===== src/rtl/tpwg_pkg.sv =====
// Shared types and constants for the proximity and wave gesture detector.
package tpwg_pkg;

  // Distance code that means nothing is in range.
  localparam logic [7:0] NO_TARGET_MM = 8'd255;

  // Wave phase codes.
  localparam logic [1:0] PH_IDLE = 2'd0;
  localparam logic [1:0] PH_IN   = 2'd1;
  localparam logic [1:0] PH_OUT  = 2'd2;

  // Configuration register indexes.
  localparam logic [2:0] REG_ENABLE        = 3'd0;
  localparam logic [2:0] REG_POLL_INTERVAL = 3'd1;
  localparam logic [2:0] REG_PROX_THRESH   = 3'd2;
  localparam logic [2:0] REG_PROX_DEBOUNCE = 3'd3;
  localparam logic [2:0] REG_COOLDOWN      = 3'd4;
  localparam logic [2:0] REG_WAVE_NEAR     = 3'd5;
  localparam logic [2:0] REG_WAVE_WINDOW   = 3'd6;
  localparam logic [2:0] REG_WAVE_MIN      = 3'd7;

  // Depth of the queue between the front and back parts.
  localparam int QUEUE_DEPTH = 2;

  typedef struct packed {
    logic [31:0] now_ms;
    logic [7:0]  distance_mm;
    logic        ack_proximity;
    logic        ack_wave;
  } in_item_t;

  typedef struct packed {
    logic       reading_taken;
    logic       proximity_event;
    logic       wave_event;
    logic [7:0] last_distance;
    logic [1:0] wave_phase;
    logic [7:0] crossing_count;
  } out_item_t;

  typedef struct packed {
    logic        enable;
    logic [15:0] poll_interval_ms;
    logic [7:0]  prox_threshold_mm;
    logic [15:0] prox_debounce_ms;
    logic [15:0] cooldown_ms;
    logic [7:0]  wave_near_mm;
    logic [15:0] wave_window_ms;
    logic [7:0]  wave_min_crossings;
  } cfg_t;

  // An input beat after the distance has been classified.
  typedef struct packed {
    logic [31:0] now_ms;
    logic [7:0]  distance_mm;
    logic        ack_proximity;
    logic        ack_wave;
    logic        prox_hit;
    logic        near;
    logic        far;
  } cls_item_t;

endpackage


===== src/rtl/tpwg_front.sv =====
// Front part: accepts input beats and classifies the distance against the thresholds.
module tpwg_front
  import tpwg_pkg::*;
(
  input  logic      clk,
  input  logic      rst,
  input  cfg_t      cfg,
  input  logic      in_valid,
  output logic      in_ready,
  input  in_item_t  in_data,
  output logic      cls_valid,
  input  logic      cls_ready,
  output cls_item_t cls_data
);

  logic front_valid;

  // The stage takes a new beat when empty or when its beat moves on.
  assign in_ready  = !front_valid || cls_ready;
  assign cls_valid = front_valid;

  always_ff @(posedge clk) begin
    if (rst) begin
      front_valid <= 1'b0;
    end else if (in_ready) begin
      front_valid <= in_valid;
    end
  end

  // Classification depends on configuration, which the user must keep static while items flow; not enforced here.
  always_ff @(posedge clk) begin
    if (in_valid && in_ready) begin
      cls_data.now_ms        <= in_data.now_ms;
      cls_data.distance_mm   <= in_data.distance_mm;
      cls_data.ack_proximity <= in_data.ack_proximity;
      cls_data.ack_wave      <= in_data.ack_wave;
      cls_data.prox_hit      <= in_data.distance_mm <= cfg.prox_threshold_mm;
      cls_data.near          <= in_data.distance_mm <= cfg.wave_near_mm;
      cls_data.far           <= in_data.distance_mm == NO_TARGET_MM;
    end
  end

endmodule


===== src/rtl/tpwg_queue.sv =====
// Short queue of classified beats between the front and back parts.
module tpwg_queue
  import tpwg_pkg::*;
(
  input  logic      clk,
  input  logic      rst,
  input  logic      push_valid,
  output logic      push_ready,
  input  cls_item_t push_data,
  output logic      pop_valid,
  input  logic      pop_ready,
  output cls_item_t pop_data
);

  localparam int PTR_W = $clog2(QUEUE_DEPTH);
  localparam int CNT_W = $clog2(QUEUE_DEPTH + 1);

  cls_item_t        slots [QUEUE_DEPTH];
  logic [PTR_W-1:0] wr_ptr;
  logic [PTR_W-1:0] rd_ptr;
  logic [CNT_W-1:0] count;
  logic             do_push;
  logic             do_pop;

  assign push_ready = count != CNT_W'(QUEUE_DEPTH);
  assign pop_valid  = count != '0;
  assign pop_data   = slots[rd_ptr];
  assign do_push    = push_valid && push_ready;
  assign do_pop     = pop_valid && pop_ready;

  // Pointer and fill count bookkeeping.
  always_ff @(posedge clk) begin
    if (rst) begin
      wr_ptr <= '0;
      rd_ptr <= '0;
      count  <= '0;
    end else begin
      if (do_push) begin
        wr_ptr <= (wr_ptr == PTR_W'(QUEUE_DEPTH - 1)) ? '0 : wr_ptr + 1'b1;
      end
      if (do_pop) begin
        rd_ptr <= (rd_ptr == PTR_W'(QUEUE_DEPTH - 1)) ? '0 : rd_ptr + 1'b1;
      end
      if (do_push && !do_pop) begin
        count <= count + 1'b1;
      end else if (do_pop && !do_push) begin
        count <= count - 1'b1;
      end
    end
  end

  always_ff @(posedge clk) begin
    if (do_push) begin
      slots[wr_ptr] <= push_data;
    end
  end

endmodule


===== src/rtl/tpwg_back.sv =====
// Back part: poll gating, proximity debounce, wave state machine and the output register.
module tpwg_back
  import tpwg_pkg::*;
(
  input  logic      clk,
  input  logic      rst,
  input  cfg_t      cfg,
  input  logic      cls_valid,
  output logic      cls_ready,
  input  cls_item_t cls_data,
  output logic      out_valid,
  input  logic      out_ready,
  output out_item_t out_data
);

  logic [31:0] last_poll_time;
  logic [7:0]  latest_distance;
  logic        prox_pending;
  logic [31:0] prox_start_time;
  logic        prox_flag;
  logic [1:0]  wave_state;
  logic [7:0]  wave_crossings;
  logic [31:0] window_start_time;
  logic        wave_flag;
  logic [31:0] cooldown_until;

  logic [31:0] last_poll_time_next;
  logic [7:0]  latest_distance_next;
  logic        prox_pending_next;
  logic [31:0] prox_start_time_next;
  logic        prox_flag_next;
  logic [1:0]  wave_state_next;
  logic [7:0]  wave_crossings_next;
  logic [31:0] window_start_time_next;
  logic        wave_flag_next;
  logic [31:0] cooldown_until_next;

  logic        step;
  logic        taken;
  logic [31:0] now;
  logic [31:0] poll_elapsed;
  logic [31:0] prox_elapsed;
  logic [31:0] window_elapsed;
  logic [31:0] cooldown_end;
  logic        expired;
  logic [7:0]  cross_inc;

  // A beat is stepped whenever the output register is free to take its result.
  assign cls_ready = !out_valid || out_ready;
  assign step      = cls_valid && cls_ready;

  assign now            = cls_data.now_ms;
  assign poll_elapsed   = now - last_poll_time;
  assign prox_elapsed   = now - prox_start_time;
  assign window_elapsed = now - window_start_time;
  assign cooldown_end   = now + {16'd0, cfg.cooldown_ms};
  assign expired        = window_elapsed > {16'd0, cfg.wave_window_ms};
  assign cross_inc      = wave_crossings + 8'd1;

  assign taken = cfg.enable && (now >= cooldown_until)
                 && (poll_elapsed >= {16'd0, cfg.poll_interval_ms});

  // Next state for one beat.
  always_comb begin
    last_poll_time_next    = last_poll_time;
    latest_distance_next   = latest_distance;
    prox_pending_next      = prox_pending;
    prox_start_time_next   = prox_start_time;
    prox_flag_next         = prox_flag && !cls_data.ack_proximity;
    wave_state_next        = wave_state;
    wave_crossings_next    = wave_crossings;
    window_start_time_next = window_start_time;
    wave_flag_next         = wave_flag && !cls_data.ack_wave;
    cooldown_until_next    = cooldown_until;

    if (taken) begin
      last_poll_time_next  = now;
      latest_distance_next = cls_data.distance_mm;

      // Proximity debounce; a set flag blocks a repeat event.
      if (cls_data.prox_hit) begin
        if (!prox_pending) begin
          prox_pending_next    = 1'b1;
          prox_start_time_next = now;
        end else if (!prox_flag_next && prox_elapsed >= {16'd0, cfg.prox_debounce_ms}) begin
          prox_flag_next      = 1'b1;
          cooldown_until_next = cooldown_end;
        end
      end else begin
        prox_pending_next    = 1'b0;
        prox_start_time_next = '0;
      end

      // Wave gesture state machine.
      case (wave_state)
        PH_IDLE: begin
          if (cls_data.near) begin
            wave_state_next        = PH_IN;
            wave_crossings_next    = 8'd1;
            window_start_time_next = now;
          end
        end
        PH_IN: begin
          if (expired) begin
            wave_state_next     = PH_IDLE;
            wave_crossings_next = '0;
          end else if (cls_data.far) begin
            wave_crossings_next = cross_inc;
            wave_state_next     = PH_OUT;
          end
        end
        default: begin
          if (expired) begin
            wave_state_next     = PH_IDLE;
            wave_crossings_next = '0;
          end else if (cls_data.near) begin
            if (cross_inc >= cfg.wave_min_crossings) begin
              wave_flag_next      = 1'b1;
              wave_state_next     = PH_IDLE;
              wave_crossings_next = '0;
              cooldown_until_next = cooldown_end;
            end else begin
              wave_crossings_next = cross_inc;
              wave_state_next     = PH_IN;
            end
          end
        end
      endcase
    end
  end

  // Detector state.
  always_ff @(posedge clk) begin
    if (rst) begin
      last_poll_time    <= '0;
      latest_distance   <= NO_TARGET_MM;
      prox_pending      <= 1'b0;
      prox_start_time   <= '0;
      prox_flag         <= 1'b0;
      wave_state        <= PH_IDLE;
      wave_crossings    <= '0;
      window_start_time <= '0;
      wave_flag         <= 1'b0;
      cooldown_until    <= '0;
    end else if (step) begin
      last_poll_time    <= last_poll_time_next;
      latest_distance   <= latest_distance_next;
      prox_pending      <= prox_pending_next;
      prox_start_time   <= prox_start_time_next;
      prox_flag         <= prox_flag_next;
      wave_state        <= wave_state_next;
      wave_crossings    <= wave_crossings_next;
      window_start_time <= window_start_time_next;
      wave_flag         <= wave_flag_next;
      cooldown_until    <= cooldown_until_next;
    end
  end

  // Output register holds a result until the receiver takes the beat.
  always_ff @(posedge clk) begin
    if (rst) begin
      out_valid <= 1'b0;
    end else if (cls_ready) begin
      out_valid <= cls_valid;
    end
  end

  always_ff @(posedge clk) begin
    if (step) begin
      out_data.reading_taken   <= taken;
      out_data.proximity_event <= prox_flag_next;
      out_data.wave_event      <= wave_flag_next;
      out_data.last_distance   <= latest_distance_next;
      out_data.wave_phase      <= wave_state_next;
      out_data.crossing_count  <= wave_crossings_next;
    end
  end

endmodule


===== src/rtl/tof_proximity_and_wave_gesture_detector_top.sv =====
// Top level of the time-of-flight proximity and wave gesture detector.
//
// Usage:
//   Input channel (in_valid/in_ready/in_data) carries one poll opportunity per
//   beat: a millisecond timestamp, a range byte and two acknowledge bits.
//   Output channel (out_valid/out_ready/out_data) returns exactly one result
//   beat per input beat, in order, with the flags and wave state after it.
//   Configuration channel (cfg_valid/cfg_ready/cfg_index/cfg_data) writes one
//   register per beat; cfg_ready is always high. Write only while idle.
// Path: an accepted input beat passes through the front register, then a queue
//   entry, then the back step into the output register, before its result can
//   be taken.
// Throughput: one beat per cycle while out_ready stays high; the whole detector
//   update is combinational compares and subtracts in the back part.
// Reset: rst is synchronous; all channels empty, registers at their defaults,
//   distance reads as out of range.
// Stall: when out_ready is low the result holds; the two-entry queue and the
//   front register absorb further beats, after which in_ready drops.
module tof_proximity_and_wave_gesture_detector_top
  import tpwg_pkg::*;
(
  input  logic        clk,
  input  logic        rst,
  input  logic        in_valid,
  output logic        in_ready,
  input  in_item_t    in_data,
  output logic        out_valid,
  input  logic        out_ready,
  output out_item_t   out_data,
  input  logic        cfg_valid,
  output logic        cfg_ready,
  input  logic [2:0]  cfg_index,
  input  logic [15:0] cfg_data
);

  cfg_t      cfg;
  logic      cls_valid;
  logic      cls_ready;
  cls_item_t cls_data;
  logic      q_valid;
  logic      q_ready;
  cls_item_t q_data;

  assign cfg_ready = 1'b1;

  // Configuration registers.
  always_ff @(posedge clk) begin
    if (rst) begin
      cfg.enable             <= 1'b0;
      cfg.poll_interval_ms   <= 16'd50;
      cfg.prox_threshold_mm  <= 8'd50;
      cfg.prox_debounce_ms   <= 16'd300;
      cfg.cooldown_ms        <= 16'd1000;
      cfg.wave_near_mm       <= 8'd80;
      cfg.wave_window_ms     <= 16'd1500;
      cfg.wave_min_crossings <= 8'd3;
    end else if (cfg_valid && cfg_ready) begin
      case (cfg_index)
        REG_ENABLE:        cfg.enable             <= cfg_data[0];
        REG_POLL_INTERVAL: cfg.poll_interval_ms   <= cfg_data;
        REG_PROX_THRESH:   cfg.prox_threshold_mm  <= cfg_data[7:0];
        REG_PROX_DEBOUNCE: cfg.prox_debounce_ms   <= cfg_data;
        REG_COOLDOWN:      cfg.cooldown_ms        <= cfg_data;
        REG_WAVE_NEAR:     cfg.wave_near_mm       <= cfg_data[7:0];
        REG_WAVE_WINDOW:   cfg.wave_window_ms     <= cfg_data;
        REG_WAVE_MIN:      cfg.wave_min_crossings <= cfg_data[7:0];
        default: ;
      endcase
    end
  end

  tpwg_front u_front (
    .clk       (clk),
    .rst       (rst),
    .cfg       (cfg),
    .in_valid  (in_valid),
    .in_ready  (in_ready),
    .in_data   (in_data),
    .cls_valid (cls_valid),
    .cls_ready (cls_ready),
    .cls_data  (cls_data)
  );

  tpwg_queue u_queue (
    .clk        (clk),
    .rst        (rst),
    .push_valid (cls_valid),
    .push_ready (cls_ready),
    .push_data  (cls_data),
    .pop_valid  (q_valid),
    .pop_ready  (q_ready),
    .pop_data   (q_data)
  );

  tpwg_back u_back (
    .clk       (clk),
    .rst       (rst),
    .cfg       (cfg),
    .cls_valid (q_valid),
    .cls_ready (q_ready),
    .cls_data  (q_data),
    .out_valid (out_valid),
    .out_ready (out_ready),
    .out_data  (out_data)
  );

endmodule


===== config.mk =====
export PLATFORM = sky130hd
export DESIGN_NAME = tof_proximity_and_wave_gesture_detector_top
export DESIGN_NICKNAME = d
export VERILOG_FILES = /design/src/rtl/tpwg_pkg.sv /design/src/rtl/tpwg_front.sv /design/src/rtl/tpwg_queue.sv /design/src/rtl/tpwg_back.sv /design/src/rtl/tof_proximity_and_wave_gesture_detector_top.sv
export SDC_FILE = /design/constraint.sdc
export NUM_CORES = 1
export LEC_CHECK = 0
export BUFFER_PORTS_ARGS = -buffer_cell sky130_fd_sc_hd__buf_2
export CAP_MARGIN = 20
export CORE_MARGIN = 2
export CORE_UTILIZATION = 45
export CTS_CLUSTER_DIAMETER = 100
export DETAILED_ROUTE_END_ITERATION = 10
export GPL_TIMING_DRIVEN = 1
export MAX_ROUTING_LAYER = met4
export PLACE_DENSITY = 0.64
export SLEW_MARGIN = 5
export SYNTH_ARGS = -nofsm -noshare
export SYNTH_HDL_FRONTEND = slang
export SYNTH_SLANG_ARGS = --single-unit

===== constraint.sdc =====
create_clock -name clk -period 7 [get_ports clk]
set_input_delay 0.35 -clock clk [delete_from_list [all_inputs] [get_ports clk]]
set_output_delay 0.35 -clock clk [all_outputs]
set_load 0.02 [all_outputs]

==> results of run 1 <==
==> power by group through the flow <==
stage	clock, uW	sequential, uW	combinational (uW)
2_1_floorplan	0	2710	2670
3_3_place_gp	0	2700	3860
3_5_place_dp	0	2710	3910
4_1_cts	2520	2660	3950
5_1_grt	2620	2670	4410
6_report	2480	2660	4020
==> worst paths after layout <==
kind | from | endpoint | slack [ns] | cells past startpoint
setup reg to reg | flip-flop | u_back.wave_crossings[7]$_SDFFE_PP0P_ | 0.28 | 16
setup / recovery | flip-flop | u_back.wave_crossings[7]$_SDFFE_PP0P_ | 0.28 | 16
hold / removal | in_data[6] | u_front.cls_data[9]$_DFFE_PP_ | 0.03 | 1
hold reg to reg | u_front.cls_data[31]$_DFFE_PP_ | u_queue.slots[0][31]$_DFFE_PP_ | 0.45 | 0
==> cells in the final DEF, fill, tap and decap left out, drive strengths merged, types with 11 or more instances in the layout <==
cell and n:
a211oi 92, a21o 71, a21oi 210, and3 14
buf 166, clkbuf 57, clkinv 12, dfxtp 245
dlygate4sd3 37, edfxtp 156, ha 217, inv 276
mux2 28, mux2i 97, nand2 264, nand2b 26
nand3 54, nand4 41, nor2 206, nor2b 23
nor3 40, nor4 11, o211ai 47, o21a 24
o21ai 97, o21bai 11, o31ai 11, or3 34
xnor2 68, xor2 32
==> synthesized netlist by cell type, drive strengths merged, types with 7 or more instances <==
cell type	n	area (um^2)
xnor2	68	595.6
nand4	41	256.5
mux2	28	315.3
or3	34	212.7
nor2	206	773.2
nand2b	26	162.7
clkbuf	96	360.4
buf	18	95.09
mux2i	97	970.9
a21o	71	533.0
a2111oi	10	112.6
inv	272	1021
a2bb2oi	7	67.56
and2	10	62.56
a31oi	10	62.56
o31ai	11	82.58
edfxtp	156	4684
o21bai	11	82.58
nor3	40	200.2
o22ai	8	50.05
ha	217	2715
xor2	32	280.3
a21oi	210	1051
a211oi	92	690.7
nand2	264	991.0
or2	7	43.79
and4	9	78.83
o2111ai	7	61.31
dfxtp	245	4905
o21ai	97	485.5
nor4	11	68.82
o21a	24	180.2
nor2b	23	151.4
nand3	54	270.3
and3	14	87.58
o211ai	47	357.8
==> per-layer routing <==
layer | routed length (um) | part of all wire
met5 | 0 | 0
met4 | 2556 | 0.036
met3 | 4742 | 0.067
met2 | 32310 | 0.45
met1 | 31570 | 0.44
==> state kept, by name, summed over array words and instances (netlist names), named ones only <==
name / cells
u_back.prox_flag: 1
u_queue.slots: 90
u_queue.wr_ptr: 1
u_back.out_data: 21
u_back.prox_start_time: 32
u_back.out_valid: 1
u_back.last_poll_time: 32
u_front.cls_valid: 1
u_back.latest_distance: 8
u_back.wave_flag: 1
u_queue.rd_ptr: 1
u_back.wave_crossings: 8
cfg: 89
u_back.prox_pending: 1
u_back.window_start_time: 32
u_back.wave_state: 2
u_front.cls_data: 45
u_queue.count: 2
u_back.cooldown_until: 32
==> final cells by class <==
class / count / area (um^2) / share of cell area
sequential: 401 / 9593 / 0.3472
tap: 688 / 860.8 / 0.03115
timing repair buffer: 204 / 1476 / 0.05343
clock buffer: 56 / 1185 / 0.04288
antenna: 1 / 2.502 / 0.00009056
inverter: 273 / 1027 / 0.03717
multi-input combinational: 1891 / 13130 / 0.4751
clock inverter: 24 / 360.3 / 0.01304
==> cells by family after synthesis <==
group	synth area share
and+or+nand+nor	0.1502
AOI/OAI and AO/OA	0.1849
DFF	0.3978
buffers and inverters	0.06140
adders and majority gates	0.1159
muxes	0.05335
xor gates and xnor gates	0.03633
other	0.0001555
==> metrics by stage <==
stage	instances	hold slack, ns	area, um^2	total power [uW]	setup slack, ns
detailed placement	3419	0.4311	25670	6617	0.004871
global placement	3419	0.4228	25670	6566	0.02442
finish	3538	0.03190	27630	9164	0.2798
floorplan	2679	0.4215	24130	5385	0.1486
global route	3538	0.01059	27630	9699	0.01654
CTS	3536	0.003398	27590	9133	0.04151
==> critical path, cell delays in order, from the launching register on <==
cell and delay (ns):
dfxtp_4 0.50, buf_6 0.30, mux2i_1 0.89, inv_1 0.53, ha_1 0.57, nand4_1 0.22
nor2b_4 0.05, o41a_1 0.44, a21o_1 0.23, a2111oi_4 0.37, a2bb2oi_2 0.18, xnor2_1 0.10
or4_1 0.53, or4b_4 0.54, or4b_4 0.57, o31a_1 0.38, o22ai_1 0.19
==> what timing repair did <==
action                                 CTS  global route
endpoints found under the hold margin   37             0
setup endpoints to repair                1           129
cloned                                   0             0
resized for setup                        1            11
pin swaps                                0             1
hold buffers                            37             0
==> summary.md, run 1 <==
| Metric | Value |
|---|---|
| IO Pins | 90 |
| Max Root-Sink Buffers | 3 |
| Initial Util | 0.4569 |
| Row cnt | 84 |
| Internal | 5637 uW |
| Final worst-path cycle share | 0.9600 |
| Horiz. Die Dim | 235.5 um |
| RSZ-0062 raised after global routing | false |
| Syn nets | between 2000 and 3000 |
| Share of layout cells above drive strength 1 | 0.1078 |
| DPL Wire Length | between 50 and 60 mm |
| Switching pwr | 3527 uW |
| Initial antenna violation count | 1 |
| Detailed Route WL | around 70 mm |
| Critical path fanouts, max | 15 |
| Iteration-0 DRC Markers | ~1700 |
| Comb pwr share | 0.438 |
| GR Util met3 | 0.05007 |
| Gpl congestion | around 0.96 |
| Area growth, synth to finish | 14.62% |
| CTS root buf | clkbuf_16 |
| Htree depth | 2 |
| First-pass GRT wire length | ~110 mm |
| Die area | roughly 0.055 mm^2 |
| Leakage | between 0.01 and 0.015 uW |
| Met2 Use GR | 0.4112 |
| Input/output buffers | 88 |
| Gr busiest metal | met2 |
| Clk_skew | approximately 0.027 ns |
| Post-synth EDFFs | between 150 and 200 |
| Synthesized instance count | about 2700 |
| TNS Setup | 0 ns |
| Hold Vio Cnt, Final | 0 |
| Syn Std Cell Area | 0.02411 mm^2 |
| Worst setup EP type | flip-flop |
| Vias in the first global route | approximately 20000 |
| First-pass DRT Iterations | 6 |
| Crit start category | flip-flop |
| Gr ovfl total | 0 |
| Largest net degree at the start of global routing | 84 |
| Finished Core Util | 0.5237 |
| Die Y-Extent | ~240 um |
| VDD IR max | about 0.00023 V |
| Yosys reg bits | around 400 |
| Max Cap Viol | 0 |
| Cell variety after synth | 86 |
| Number of vias per cell | around 5.7 |
| Filler Cells Inserted | 4881 |
| Clk_lat worst skew | just under 0.6 ns |
| Nets | roughly 3100 |
| Required @ worst endpoint | between 7 and 8 ns |
| Final ANT Viol Nets | 0 |
| Fraction of registers with async set/reset | 0 |
| Met1 Usage GRT | 0.3335 |
| Sw Share | 0.3849 |
| Slew HR | 0.2315 |
| Setup violators final | 0 |
| HP Class | input pin to flip-flop |
| Avg Synthesized Cell Area | roughly 9.0 um^2 |
| WP data arrival | around 7.2 ns |
| WL/cell | around 20 um |
| Total GRT Usage | 0.2608 |
| Slew @ Worst Pin | between 1 and 1.5 ns |
| Fmax | 148.8 MHz |
| Sequential Power Share | 0.290 |
| Slew Viols, Final | 0 |
| Yosys warning count | 0 |
| CTS tree | yes |
| Power per Cell Area | 331.6 mW/mm^2 |
| Drt drc | 0 |
| Status | complete, no violations |
| Via total after detailed routing | 20334 |
| Core area | between 0.05 and 0.06 mm^2 |
| Worst setup path category | flip-flop to flip-flop |
| Clock Power Share | 0.271 |
| Clk sinks | between 400 and 500 |
| Clock Pin Slew Worst Setup and Hold Paths | about 0.06 ns |
| Final Critical Period | 6.720 ns |
| Postcts setup bufs | 0 |
| Top FF cell, synth | dfxtp_1 |
| Register area share after synthesis | 0.3978 |
| Cts bufs inserted | between 40 and 50 |
Note: power is estimated with default switching activity, not from simulation.
==> run 2: changes to the inputs <==
--- a/config.mk
+++ b/config.mk
@@ -13,7 +13,7 @@
 export DETAILED_ROUTE_END_ITERATION = 10
 export GPL_TIMING_DRIVEN = 1
 export MAX_ROUTING_LAYER = met4
-export PLACE_DENSITY = 0.64
+export PLACE_DENSITY = 0.7
 export SLEW_MARGIN = 5
 export SYNTH_ARGS = -nofsm -noshare
 export SYNTH_HDL_FRONTEND = slang
==> run 2 against run 1 <==
Non-clock buffer count is 31 higher. Maximum frequency is 0.15% higher. Worst hold slack worse by 0.0070 ns. Combinational power hardly changed. Flip-flop and latch count stayed put. Worst setup slack better by 0.0098 ns. Critical path depth is 12 higher. Register-to-register slack hardly changed. Clock skew is 0.0016 ns higher. Clock power is 6% lower. Largest power group unchanged. Die area stayed put.
==> summary.md, run 2 (same netlist as run 1, synthesis figures left out) <==
| Metric | Value |
|---|---|
| Status | complete, no violations |
| Core area | roughly 0.053 mm^2 |
| Design Power | around 9000 uW |
| Gr ovfl total | 0 |
| Horiz. Die Dim | approximately 240 um |
| Biggest registers after layout | u_queue.slots x90, cfg x89, u_front.cls_data x45 |
| Largest net degree at the start of global routing | roughly 120 |
| Detailed Route WL | just under 70 mm |
| Max Root-Sink Buffers | 3 |
| Max Cap Viol | 0 |
| RSZ-0062 raised after global routing | false |
| Worst hold slack | about 0.025 ns |
| Die Y-Extent | 235.5 um |
| Via total after detailed routing | around 21000 |
| Setup violators final | 0 |
| Slew Viols, Final | 0 |
| Total GRT Usage | 0.2534 |
| Die area | approximately 0.055 mm^2 |
| Worst setup EP type | flip-flop |
| Filler Cells Inserted | approximately 4800 |
| Clock Pin Slew Worst Setup and Hold Paths | approximately 0.07 ns |
| Final ANT Viol Nets | 0 |
| Iteration-0 DRC Markers | around 1500 |
| Final worst-path cycle share | 0.9586 |
| Htree depth | 2 |
| Number of vias per cell | just under 6 |
| Max FFs per register | 90 |
| First-pass GRT wire length | roughly 110 mm |
| Area growth, synth to finish | 15.07% |
| Critical path depth | 28 |
| Reg2reg path depth | 28 |
| Critical path fanouts, max | 14 |
| Clk_skew | 0.02882 ns |
| Slew @ Worst Pin | approximately 1.1 ns |
| Most flops, register | u_queue.slots |
| CTS root buf | clkbuf_16 |
| Vias in the first global route | around 20000 |
| Input/output buffers | 88 |
| Clk_lat worst skew | approximately 0.6 ns |
| Flop-to-flop setup slack | a little under 0.3 ns |
| CTS tree | yes |
| Cts bufs inserted | 43 |
| Gpl congestion | just under 1 |
| Top delay family on crit path | compound AO/OA/AOI/OAI gates |
| Clk sinks | 401 |
| RR Endpoint | u_back.cooldown_until[2]$_SDFFE_PP0P_ |
| Slowest-stage cell, CP | a211oi_4 |
| End point of the critical path | u_back.cooldown_until[2]$_SDFFE_PP0P_ |
| Drt drc | 0 |
| Row cnt | 84 |
| Slowest cell delay on critical path | ~0.87 ns |
| Slew HR | 0.2989 |
| Crit path buf inv count | 5 |
| Initial antenna violation count | 0 |
| Most common cell after layout, fill and taps aside | inv_1 |
| Leakage | about 0.010 uW |
| Required @ worst endpoint | roughly 7.4 ns |
| DPL Wire Length | ~51 mm |
| Diode count | 0 |
| Initial Util | 0.4569 |
| Worst setup path category | flip-flop to flip-flop |
| WL/cell | 19.50 um |
| Power per Cell Area | between 300 and 400 mW/mm^2 |
| WP data arrival | approximately 7 ns |
| Crit start category | flip-flop |
| First-pass DRT Iterations | 6 |
| IO Pins | 90 |
| Fmax | 149.0 MHz |
| VDD IR max | between 0.0002 and 0.00025 V |
| Share of layout cells above drive strength 1 | 0.1135 |
| HP Class | input pin to flip-flop |
| Hold Vio Cnt, Final | 0 |
| Most frequent cells in the layout | 271 x inv_1, 264 x nand2_1, 244 x dfxtp_1, 217 x ha_1, 210 x a21oi_1 |
| Nets | about 3100 |
| Final Critical Period | between 6 and 7 ns |
-- run 2: worst min path at each step --
stage	from	endpoint	slack, ns	cells past startpoint
3_5_place_dp	u_front.cls_data[11]$_DFFE_PP_	u_queue.slots[0][11]$_DFFE_PP_	0.43	0
3_3_place_gp	u_front.cls_data[26]$_DFFE_PP_	u_queue.slots[0][26]$_DFFE_PP_	0.42	0
5_1_grt	in_data[5]	u_front.cls_data[8]$_DFFE_PP_	0.01	1
6_report	in_data[5]	u_front.cls_data[8]$_DFFE_PP_	0.02	1
4_1_cts	in_data[5]	u_front.cls_data[8]$_DFFE_PP_	0.005	1
2_1_floorplan	u_front.cls_data[0]$_DFFE_PP_	u_queue.slots[0][0]$_DFFE_PP_	0.42	0
-- run 2: what timing repair did --
item | in CTS | in global routing
cloned | 0 | 0
hold buffers | 38 | 0
pin swaps | 0 | 3
setup endpoints to repair | 14 | 170
resized for setup | 1 | 6
buffers inserted | 0 | 2
hold endpoints to repair | 38 | 0
-- run 2: report_power, final --
part | leakage [uW] | internal (uW) | switching (uW)
clock network | 0.000688 | 1330 | 998
registers | 0.00343 | 2590 | 71.7
logic | 0.00619 | 1600 | 2450
total | 0.0103 | 5520 | 3520
-- run 2: worst register-to-register path, delay by kind of cell, from the launching register on --
kind,cells,cell delay (ns)
AND/OR/NAND/NOR,8,1.03
flip-flops,1,0.51
XOR/XNOR,1,0.13
multiplexers,2,0.59
AO/OA/AOI/OAI,10,2.57
buffers and inverters,5,0.95
adder cells (fa/ha/maj),2,0.77
-- run 2: cell type report --
type                       instances  area, um^2  area share
multi-input combinational       1891       13120      0.4728
sequential                       401        9593      0.3458
timing repair buffer             235        1704     0.06143
clock buffer                      54        1147     0.04136
inverter                         273        1025     0.03694
tap                              688       860.8     0.03103
clock inverter                    26       295.3     0.01064
-- run 2: per-layer routing --
layer | vias to the layer above | track usage | part of all wire
li1 | 9916 | - | -
met1 | 9803 | 0.3190 | 0.43
met2 | 742 | 0.4198 | 0.47
met3 | 147 | 0.03600 | 0.067
met4 | 0 | 0.08357 | 0.032
met5 | - | - | 0
-- run 2: metrics by stage --
stage / worst slack [ns] / cell area (um^2) / utilization / cells / setup TNS [ns]
floorplan: 0.1486 / 24130 / - / 2679 / 0
global placement: 0.2016 / 25880 / 0.4905 / 3447 / 0
detailed placement: -0.03673 / 25880 / 0.4906 / 3448 / -0.03673
CTS: 0.03563 / 27710 / 0.5252 / 3566 / 0
global route: 0.02927 / 27740 / 0.5258 / 3568 / 0
finish: 0.2896 / 27740 / 0.5258 / 3568 / 0
